$ cat src/rtl/rhmw_pkg.sv
package rhmw_pkg;

   // item function codes
   localparam logic [1:0] FUNC_MARK  = 2'd0;
   localparam logic [1:0] FUNC_STEP  = 2'd1;
   localparam logic [1:0] FUNC_CLEAR = 2'd2;

   // headings
   localparam logic [1:0] HEAD_SOUTH = 2'd0;
   localparam logic [1:0] HEAD_WEST  = 2'd1;
   localparam logic [1:0] HEAD_NORTH = 2'd2;
   localparam logic [1:0] HEAD_EAST  = 2'd3;

   // turns, added to the heading
   localparam logic [1:0] TURN_AHEAD = 2'd0;
   localparam logic [1:0] TURN_RIGHT = 2'd1;
   localparam logic [1:0] TURN_BACK  = 2'd2;
   localparam logic [1:0] TURN_LEFT  = 2'd3;

   // register indexes
   localparam logic CSR_ROWS = 1'b0;
   localparam logic CSR_COLS = 1'b1;

   localparam logic [8:0] SIZE_RESET = 9'd256;

   typedef struct packed {
      logic load_item;
      logic restart;
      logic clr_wr;
      logic mark_wr;
      logic scan_start;
      logic scan_next;
      logic rd_scan;
      logic try_start;
      logic try_next;
      logic rd_nb;
      logic commit_entry;
      logic commit_move;
      logic set_stuck;
      logic set_noentry;
      logic rsp_load;
   } rhmw_cmd_type;

   typedef struct packed {
      logic [1:0] func;
      logic       started;
      logic       done;
      logic       scan_last;
      logic       cell_wall;
      logic       nb_valid;
      logic       try_last;
      logic       clr_last;
   } rhmw_status_type;

   // right, ahead, left, back
   function automatic logic [1:0] try_heading(input logic [1:0] facing,
                                              input logic [1:0] k);
      logic [1:0] turn;
      case (k)
         2'd0:    turn = TURN_RIGHT;
         2'd1:    turn = TURN_AHEAD;
         2'd2:    turn = TURN_LEFT;
         default: turn = TURN_BACK;
      endcase
      return facing + turn;
   endfunction

endpackage

$ cat src/rtl/rhmw_ctrl.sv
module rhmw_ctrl (
   input  logic                      clock,
   input  logic                      reset,
   input  logic                      req_valid,
   output logic                      req_stall,
   output logic                      rsp_valid,
   input  logic                      rsp_stall,
   input  rhmw_pkg::rhmw_status_type status,
   output rhmw_pkg::rhmw_cmd_type    cmd
);

   typedef enum logic [2:0] {
      S_CLEAR,
      S_IDLE,
      S_DECODE,
      S_SCAN_RD,
      S_SCAN_CHK,
      S_TRY,
      S_TRY_CHK,
      S_OUT
   } state_type;

   state_type state_ff, state_in;
   logic      rsp_valid_ff, rsp_valid_in;
   logic      out_free;

   assign out_free = !rsp_valid_ff || !rsp_stall;

   always_comb begin
      state_in     = state_ff;
      rsp_valid_in = rsp_valid_ff && rsp_stall;
      cmd          = '0;
      case (state_ff)
         S_CLEAR: begin
            cmd.clr_wr = 1'b1;
            if (status.clr_last) begin
               state_in = S_IDLE;
            end
         end
         S_IDLE: begin
            if (req_valid) begin
               cmd.load_item = 1'b1;
               state_in      = S_DECODE;
            end
         end
         S_DECODE: begin
            case (status.func)
               rhmw_pkg::FUNC_MARK: begin
                  cmd.mark_wr = 1'b1;
                  state_in    = S_IDLE;
               end
               rhmw_pkg::FUNC_CLEAR: begin
                  cmd.restart = 1'b1;
                  state_in    = S_CLEAR;
               end
               rhmw_pkg::FUNC_STEP: begin
                  if (!status.started) begin
                     cmd.scan_start = 1'b1;
                     state_in       = S_SCAN_RD;
                  end else if (status.done) begin
                     state_in = S_OUT;
                  end else begin
                     cmd.try_start = 1'b1;
                     state_in      = S_TRY;
                  end
               end
               default: state_in = S_IDLE;
            endcase
         end
         S_SCAN_RD: begin
            cmd.rd_scan = 1'b1;
            state_in    = S_SCAN_CHK;
         end
         S_SCAN_CHK: begin
            if (!status.cell_wall) begin
               cmd.commit_entry = 1'b1;
               state_in         = S_OUT;
            end else if (status.scan_last) begin
               cmd.set_noentry = 1'b1;
               state_in        = S_OUT;
            end else begin
               cmd.scan_next = 1'b1;
               state_in      = S_SCAN_RD;
            end
         end
         S_TRY: begin
            if (status.nb_valid) begin
               cmd.rd_nb = 1'b1;
               state_in  = S_TRY_CHK;
            end else if (status.try_last) begin
               cmd.set_stuck = 1'b1;
               state_in      = S_OUT;
            end else begin
               cmd.try_next = 1'b1;
            end
         end
         S_TRY_CHK: begin
            if (!status.cell_wall) begin
               cmd.commit_move = 1'b1;
               state_in        = S_OUT;
            end else if (status.try_last) begin
               cmd.set_stuck = 1'b1;
               state_in      = S_OUT;
            end else begin
               cmd.try_next = 1'b1;
               state_in     = S_TRY;
            end
         end
         S_OUT: begin
            if (out_free) begin
               cmd.rsp_load = 1'b1;
               rsp_valid_in = 1'b1;
               state_in     = S_IDLE;
            end
         end
         default: state_in = S_IDLE;
      endcase
   end

   always_ff @(posedge clock) begin
      if (reset) begin
         state_ff     <= S_CLEAR;
         rsp_valid_ff <= 1'b0;
      end else begin
         state_ff     <= state_in;
         rsp_valid_ff <= rsp_valid_in;
      end
   end

   assign req_stall = (state_ff != S_IDLE);
   assign rsp_valid = rsp_valid_ff;

endmodule

$ cat config.mk
export PLATFORM = sky130hd
export DESIGN_NAME = rhmw_ctrl
export DESIGN_NICKNAME = d
export VERILOG_FILES = /design/src/rtl/rhmw_pkg.sv /design/src/rtl/rhmw_ctrl.sv
export SDC_FILE = /design/constraint.sdc
export NUM_CORES = 1
export LEC_CHECK = 0
export ABC_CLOCK_PERIOD_IN_PS = 3000
export CAP_MARGIN = 10
export CORE_AREA = 2 2 39 41
export DETAILED_ROUTE_END_ITERATION = 7
export DIE_AREA = 0 0 41 43
export DONT_BUFFER_PORTS = 1
export HOLD_SLACK_MARGIN = 0.05
export PLACE_DENSITY = 0.53
export SYNTH_ARGS = -nofsm -noshare
export SYNTH_HDL_FRONTEND = slang
export SYNTH_SLANG_ARGS = --single-unit
$ cat constraint.sdc
create_clock -name clock -period 3 [get_ports clock]
set_clock_uncertainty 0.1 [all_clocks]
set_input_delay 0.45 -clock clock [delete_from_list [all_inputs] [get_ports clock]]
set_output_delay 0.45 -clock clock [all_outputs]
set_load 0.01 [all_outputs]
==> flow_summary.toml, run 1 <==
[timing]
slew_viol_final = 0
grt_setup_unrepaired = "no"
period_minus_slack_ps = 2342
timing.hold.ws_ps = 169.5
setup-tns-final_ps = 0
fmax_mhz = 427.0
slew_headroom_pct = 64.99
hold_viol = 0
finalCritPeriodShare_pct = 78.07
worst_pin_slew_ps = 520.4
finalSetupViolCount = 0
worst_slack_ps = 657.9

[global_route]
antenna_found_initial = 0
grt_max_degree = 19
grt_pass1_vias = 380
grtUsageTotal_pct = 14.04
overflow = 0
grt_pass1_wl_mm = 1.635

[floorplan]
top_level_ports = 30
rows = 14
core_area_um2 = 1384
die_x_um = 41
dieArea_um2 = 1763
die-height_um = 43
initial_core_util_pct = 31.92

[route]
drt_iter0_drc = 18
viasPerCell = 5.605
ant_nets = 0
routedWlPerCell_um = 13.83
wl_mm = 1.120
vias = 454
route.detailed.drc = 0
dr.pass1.iters = 4

[clock_network]
cts.hold.buffers_added = 0
ctsResizeCount = 0
h-tree-depth = 1
numCtsBuffers = 3
clk_path_buf_depth = 2
clkTransAtPathRegs_ps = 40
cts_setup_buffers = 0
root_buffer = "clkbuf_4"
clk_latency_ps = 250
cts.sinks = 4
cts_tree = "yes"

[logic_synthesis]
syn-cell-area_um2 = 441.7
yosysSeqAreaShare_pct = 18.13
avgSynthCellArea_um2 = 6.692
syn-num-nets = 79
yosysUniqueCellTypes = 25
synthCells = 66
synth_warnings = 0
synth_seq_cells = 4

[final_layout]
fin_nets = 80
drive_gt1_share_pct = 9.231
fill_cells = 150
n_antenna_cell = 0
fin_cells = 81
syn_to_final_growth_pct = 0.2832
stdcell_area_um2 = 442.9

[worst_setup_path]
worstSetupStartpointType = "register"
reg2reg_depth = 5
path_delay_family = "simple AND/OR/NAND/NOR gates"
path_depth = 3
max_stage_delay_ps = 570
slowest_stage = "dfxtp_1"
path_cells = "nand2b_4 > or4b_4 > nor3_1"
required_ps = 2450
cp_max_fo = 12
arrival_ps = 1790
critPathKind = "register to output pin"
endpoint_kind = "output pin"
path_buf_inv = 0

[power]
powerDensity_nw_per_um2 = 408.8
power.leakage_uw = 0.0001558
peakVddDrop_mv = 0.1824

[worst_hold_path]
whs_path_depth = 1
min_path_type = "input port to register"

[place]
dpl.cell_count = 78
port_buffers = 0
gp_congestion = 0.7560
place_ws_ps = 930.2
place_area_um2 = 420.4
dp_hpwl_um = 824.1

[flow_run]
maxCapViolCount = 0

[status]
status = "complete, no violations"
==> report_power, final <==
group	switching (uW)	internal [uW]	total, uW
logic	22.6	18.1	40.7
registers	10.9	56.5	67.4
clock network	27.9	45.1	73.0
==> layout by cell type (no fill, tap or decap), types with 2 or more instances in the layout <==
cell type	Yosys	layout
dfxtp_1	4	4
nor3_1	4	4
nor3b_1	2	2
a21oi_1	3	3
nor4_1	3	3
o21a_1	2	2
nor2_1	14	14
inv_1	6	6
clkbuf_4	0	3
o21ai_0	4	4
nand3_1	2	2
nand2_1	7	7
==> sequential cells by signal, summed over array words and instances, names as in the netlist <==
register and flops:
rsp_valid 1, state_ff 3
==> worst register-to-register path, stage by stage, from the launching register on <==
cell,delay (ps)
dfxtp_1,570
nand2b_4,110
or4b_4,560
o32ai_1,170
a32oi_1,100
nor2_1,110
==> logic make-up (layout without fill, tap and decap cells) <==
| logic type | count (synthesis) | in the layout | share of synthesized area (%) |
|---|---|---|---|
| and+or+nand+nor | 36 | 36 | 41.93 |
| AOI/OAI and AO/OA | 16 | 16 | 25.50 |
| buffers and inverters | 10 | 9 | 14.45 |
| DFF | 4 | 4 | 18.13 |
==> cell usage after synthesis, drive strengths merged <==
master | number | area share [%]
a311oi | 1 | 2.0
nand3b | 1 | 1.7
inv | 6 | 5.1
buf | 3 | 6.2
dfxtp | 4 | 18
a21oi | 3 | 3.4
o21a | 2 | 3.4
a32o | 1 | 2.3
nand2b | 1 | 3.1
nor3 | 4 | 4.5
nor4 | 3 | 4.2
nor2 | 14 | 12
o22ai | 2 | 4.2
nor3b | 2 | 3.4
a32oi | 1 | 2.0
and2b | 1 | 1.7
o32ai | 1 | 2.0
o21ai | 4 | 4.5
a211oi | 1 | 1.7
nand3 | 2 | 2.3
nand2 | 7 | 6.0
clkbuf | 1 | 3.1
or4b | 1 | 3.1
==> path summary, 6_finish.rpt <==
path / startpoint / endpoint / slack, ps
setup reg to reg: state_ff[1] / state_ff[2] / 1220
hold reg to reg: rsp_valid / rsp_valid / 480
hold / removal: reset / state_ff[1] / 170
setup / recovery: state_ff[1] / cmd[7] / 660
==> per-stage QoR <==
stage,utilization (%),total power (uW)
floorplan,-,108.1
global placement,30.38,109.0
detailed placement,30.38,108.6
CTS,32.01,183.8
global route,32.01,193.7
finish,32.01,181.1
==> per-layer routing <==
| layer | up-vias | wire length, um | GRT usage, % |
|---|---|---|---|
| li1 | 234 | - | - |
| met1 | 200 | 506 | 20.19 |
| met2 | 18 | 537 | 17.50 |
| met3 | 2 | 60 | 3.141 |
| met4 | 0 | 16 | 10.00 |
| met5 | - | 0 | 0 |
==> area by class of cell <==
class                   count  area (um2)  area share [%]
clock buffers               3       22.52           5.085
inverters                   6       22.52           5.085
multi-input cells          52       297.8           67.23
flip-flops and latches      4       80.08           18.08
well taps                  16       20.02           4.520
No activity file was read; power rests on OpenSTA's default activity.
==> run 2: changes to the inputs <==
- ABC_CLOCK_PERIOD_IN_PS: 3000 -> 2200
- clock period: 3 -> 2.2 ns (I/O delays scaled with it)
==> run 2 against run 1 <==
  * Combinational power increased by 87%
  * Via count is 7.9% higher
  * Hold slack got worse by 100 ps
  * Design area up 7.3%
  * Sequential power up 18%
  * Critical path type unchanged
==> flow_summary.toml, run 2 (synthesis results as in run 1) <==
[floorplan]
initial_core_util_pct = 31.92
die_x_um = 41
rows = 14
core_area_um2 = 1384
dieArea_um2 = 1763
die-height_um = 43
top_level_ports = 30

[final_layout]
largest_reg_flops = 3
drive_gt1_share_pct = 13.04
largest-register = "state_ff"
n_antenna_cell = 0
fin_nets = 84
layout_common_cells = "nor2_1, nand2_1, inv_1"
layout_commonest_cell = "nor2_1"
syn_to_final_growth_pct = 7.649
stdcell_area_um2 = 475.5

[power]
peakVddDrop_mv = 0.2064
power_frac_clock_pct = 36.9
internal_power_uw = 169.0
seq_power_share_pct = 32.2
power.leakage_uw = 0.0001759
power_switching_share_pct = 31.64
power_switching_uw = 78.22
power_frac_comb_pct = 30.9
p_total_uw = 247.2
powerDensity_nw_per_um2 = 520.0

[route]
ant_nets = 0
route.detailed.drc = 0
routedWlPerCell_um = 13.60
viasPerCell = 5.765
drt_iter0_drc = 16
wl_mm = 1.156
dr.pass1.iters = 4
vias = 490

[clock_network]
numCtsBuffers = 3
clk_path_buf_depth = 2
cts_tree = "yes"
h-tree-depth = 1
ctsResizeCount = 0
cts.sinks = 4
clkTransAtPathRegs_ps = 40
clk_latency_ps = 230
root_buffer = "clkbuf_4"

[worst_setup_path]
worstSetupStartpointType = "register"
max_stage_delay_ps = 550
path_cells = "nand2b_4 > or4b_4 > nor3_1"
required_ps = 1770
endpoint_kind = "output pin"
slowest_stage = "or4b_4"
arrival_ps = 1540
cp_max_fo = 5
critPathKind = "register to output pin"

[global_route]
antenna_found_initial = 0
grt_pass1_vias = 432
grt_pass1_wl_mm = 1.766
grtUsageTotal_pct = 14.46
grt_max_degree = 18
overflow = 0

[timing]
slew_viol_final = 0
grt_setup_unrepaired = "no"
period_minus_slack_ps = 1968
slew_headroom_pct = 64.53
finalSetupViolCount = 0
finalCritPeriodShare_pct = 89.45
setup-tns-final_ps = 0
hold_viol = 0
worst_pin_slew_ps = 527.2
fmax_mhz = 508.2

[flow_run]
maxCapViolCount = 0

[place]
place_area_um2 = 442.9
gp_congestion = 0.8152
port_buffers = 0
dp_hpwl_um = 868.7

[worst_hold_path]
min_path_type = "input port to register"

[status]
status = "complete, no violations"
==> run 2: cell types whose count changed in the layout (fill, tap and decap cells not counted), sizes merged <==
cell and delta:
dlygate4sd3 +1, buf +3
==> run 2: worst paths after layout <==
kind,startpoint,to,slack (ps),depth (start not counted)
worst min-delay path,reset,state_ff[1],70,1
worst min register to register,rsp_valid,rsp_valid,480,2
worst max-delay path,state_ff[0],cmd[7],230,3
worst max register to register,state_ff[0],state_ff[1],650,5
==> run 2: worst max-delay path: cells and delay by family, from the launching register on <==
kind | cells | cell delay [ps]
simple gates | 3 | 1010
flops | 1 | 300
==> run 2: repair_timing <==
item | in CTS | in global routing
endpoints found under the setup margin | 0 | 0
buffers inserted | 0 | 0
hold buffers | 0 | 1
hold endpoints to repair | 0 | 1
==> run 2: per-layer routing <==
| layer | GRT usage [%] | share of wire (%) | routed length, um | vias to the layer above |
|---|---|---|---|---|
| met5 | 0 | 0 | 0 | - |
| met4 | 8.000 | 0 | 0 | 0 |
| met3 | 3.141 | 8.8 | 102 | 0 |
| met2 | 20.00 | 50 | 577 | 27 |
| met1 | 19.94 | 41 | 476 | 220 |
| li1 | - | - | - | 243 |
==> run 2: cell type report <==
| cell class | instances | area (um2) |
|---|---|---|
| Clock buffer | 3 | 22.52 |
| Fill cell | 157 | 908.4 |
| Inverter | 6 | 22.52 |
| Multi-Input combinational cell | 52 | 297.8 |
| Sequential cell | 4 | 80.08 |
| Tap cell | 16 | 20.02 |
| Timing Repair Buffer | 4 | 32.53 |
==> run 2: power groups by stage <==
stage,sequential [uW],clock [uW],combinational (uW)
6_report,79.7,91.2,76.3
5_1_grt,80.1,101,85.6
4_1_cts,79.8,94.7,74.3
3_5_place_dp,81.0,0,74.1
3_3_place_gp,80.7,0,74.5
2_1_floorplan,83.1,0,64.4
==> run 2: through the flow <==
stage	instances	hold WS (ps)	utilization (%)	setup WS, ps
after global routing	85	54.79	34.36	147.4
after CTS	84	53.54	33.63	218.8
after detailed placement	81	304.8	32.01	470.4
after global placement	81	301.8	32.01	484.5
final	85	68.22	34.36	232.2
after floorplan	66	299.1	-	467.8
==> run 3: changes to the inputs <==
- RECOVER_POWER: default -> 50
==> run 3 against run 2 <==
  * Design area down 0.79%
  * Largest cell class unchanged
  * Sequential cell count unchanged
  * Sequential power about the same
  * Register-to-register slack worse by 220 ps
  * Die area unchanged
  * Utilization down 0.27 points
  * Global-route usage unchanged
==> flow_summary.toml, run 3 (synthesis results as in run 1) <==
[place]
gp_congestion = 0.8152
port_buffers = 0
place_ws_ps = 470.4
dp_hpwl_um = 868.7
place_area_um2 = 442.9

[power]
powerDensity_nw_per_um2 = 520.2
peakVddDrop_mv = 0.2064
power.leakage_uw = 0.0001717

[global_route]
grt_pass1_vias = 432
antenna_found_initial = 0
overflow = 0
grt_max_degree = 18
grt_pass1_wl_mm = 1.766
grtUsageTotal_pct = 14.46

[clock_network]
clkTransAtPathRegs_ps = 40
h-tree-depth = 1
root_buffer = "clkbuf_4"
cts.sinks = 4
clk_latency_ps = 230
cts_setup_buffers = 0
clk_path_buf_depth = 2
numCtsBuffers = 3
ctsResizeCount = 0
cts_tree = "yes"

[timing]
finalSetupViolCount = 0
hold_viol = 0
worst_pin_slew_ps = 529.3
period_minus_slack_ps = 2001
setup-tns-final_ps = 0
slew_viol_final = 0
grt_setup_unrepaired = "no"
worst_slack_ps = 198.8
slew_headroom_pct = 64.39
finalCritPeriodShare_pct = 90.97
fmax_mhz = 499.7

[final_layout]
fill_cells = 159
largest_reg_flops = 3
fin_nets = 84
layout_commonest_cell = "nor2_1"
largest-register = "state_ff"
drive_gt1_share_pct = 11.59
stdcell_area_um2 = 471.7
syn_to_final_growth_pct = 6.799
layout_common_cells = "nor2_1, nand2_1, inv_1"
n_antenna_cell = 0

[worst_setup_path]
arrival_ps = 1570
slowest_stage = "clkbuf_1"
critPathKind = "register to output pin"
cp_max_fo = 11
path_delay_family = "buffers and inverters"
endpoint_kind = "output pin"
required_ps = 1770
path_cells = "clkbuf_1 > inv_1 > nor3b_1"
max_stage_delay_ps = 390
path_buf_inv = 2
worstSetupStartpointType = "register"

[route]
route.detailed.drc = 0
ant_nets = 0
vias = 490
routedWlPerCell_um = 13.86
wl_mm = 1.178
viasPerCell = 5.765
drt_iter0_drc = 17
dr.pass1.iters = 4

[status]
status = "complete, no violations"

[floorplan]
dieArea_um2 = 1763
rows = 14
top_level_ports = 30
core_area_um2 = 1384
initial_core_util_pct = 31.92
die_x_um = 41
die-height_um = 43

[flow_run]
maxCapViolCount = 0

[worst_hold_path]
min_path_type = "input port to register"
-- run 3: cell count changes in the layout (fill, tap and decap cells not counted) --
cell	previous run	this run
buf_4	3	2
clkbuf_1	0	1
-- run 3: area by class of cell --
type	count	area (um2)	share of cell area, %
clock buffers	3	22.52	4.775
inverters	6	22.52	4.775
multi-input cells	52	297.8	63.13
flip-flops and latches	4	80.08	16.98
well taps	16	20.02	4.244
repair buffers	4	28.78	6.101
-- run 3: what timing repair did --
action / CTS / global route
endpoints found under the setup margin: 0 / 0
hold endpoints to repair: 0 / 1
hold buffers: 0 / 1
-- run 3: stage by stage --
step | hold WS, ps | power, uW | instances | util, %
6_report | 69.11 | 245.4 | 85 | 34.09
5_1_grt | 54.79 | 264.7 | 85 | 34.09
2_1_floorplan | 299.1 | 147.4 | 66 | -
3_3_place_gp | 301.8 | 155.2 | 81 | 32.01
4_1_cts | 53.54 | 248.8 | 84 | 33.63
3_5_place_dp | 304.8 | 155.1 | 81 | 32.01
-- run 3: power by group --
part | total, uW | switching [uW] | internal [uW]
Clock | 90.5 | 29.5 | 61.0
Sequential | 79.8 | 2.67 | 77.1
Combinational | 75.1 | 45.5 | 29.6
Total | 245 | 77.7 | 168
-- run 3: worst paths after layout --
check	startpoint	to	slack, ps	cells after the start
setup / recovery	state_ff[1]	cmd[8]	200	3
hold / removal	reset	state_ff[1]	70	1
setup reg to reg	state_ff[1]	state_ff[1]	430	5
hold reg to reg	rsp_valid	rsp_valid	480	2
-- run 3: worst register-to-register path: cells and delay by family, from the launching register on --
kind                   cells  cell delay, ps
buffers and inverters      2             600
DFF                        1             360
AOI/OAI and AO/OA          2             550
and+or+nand+nor            1             100
-- run 3: per-layer routing --
layer	track usage, %	vias up	wire length (um)
li1	-	242	-
met1	19.94	221	487
met2	20.00	27	580
met3	3.141	0	109
met4	8.000	0	0
met5	0	-	0
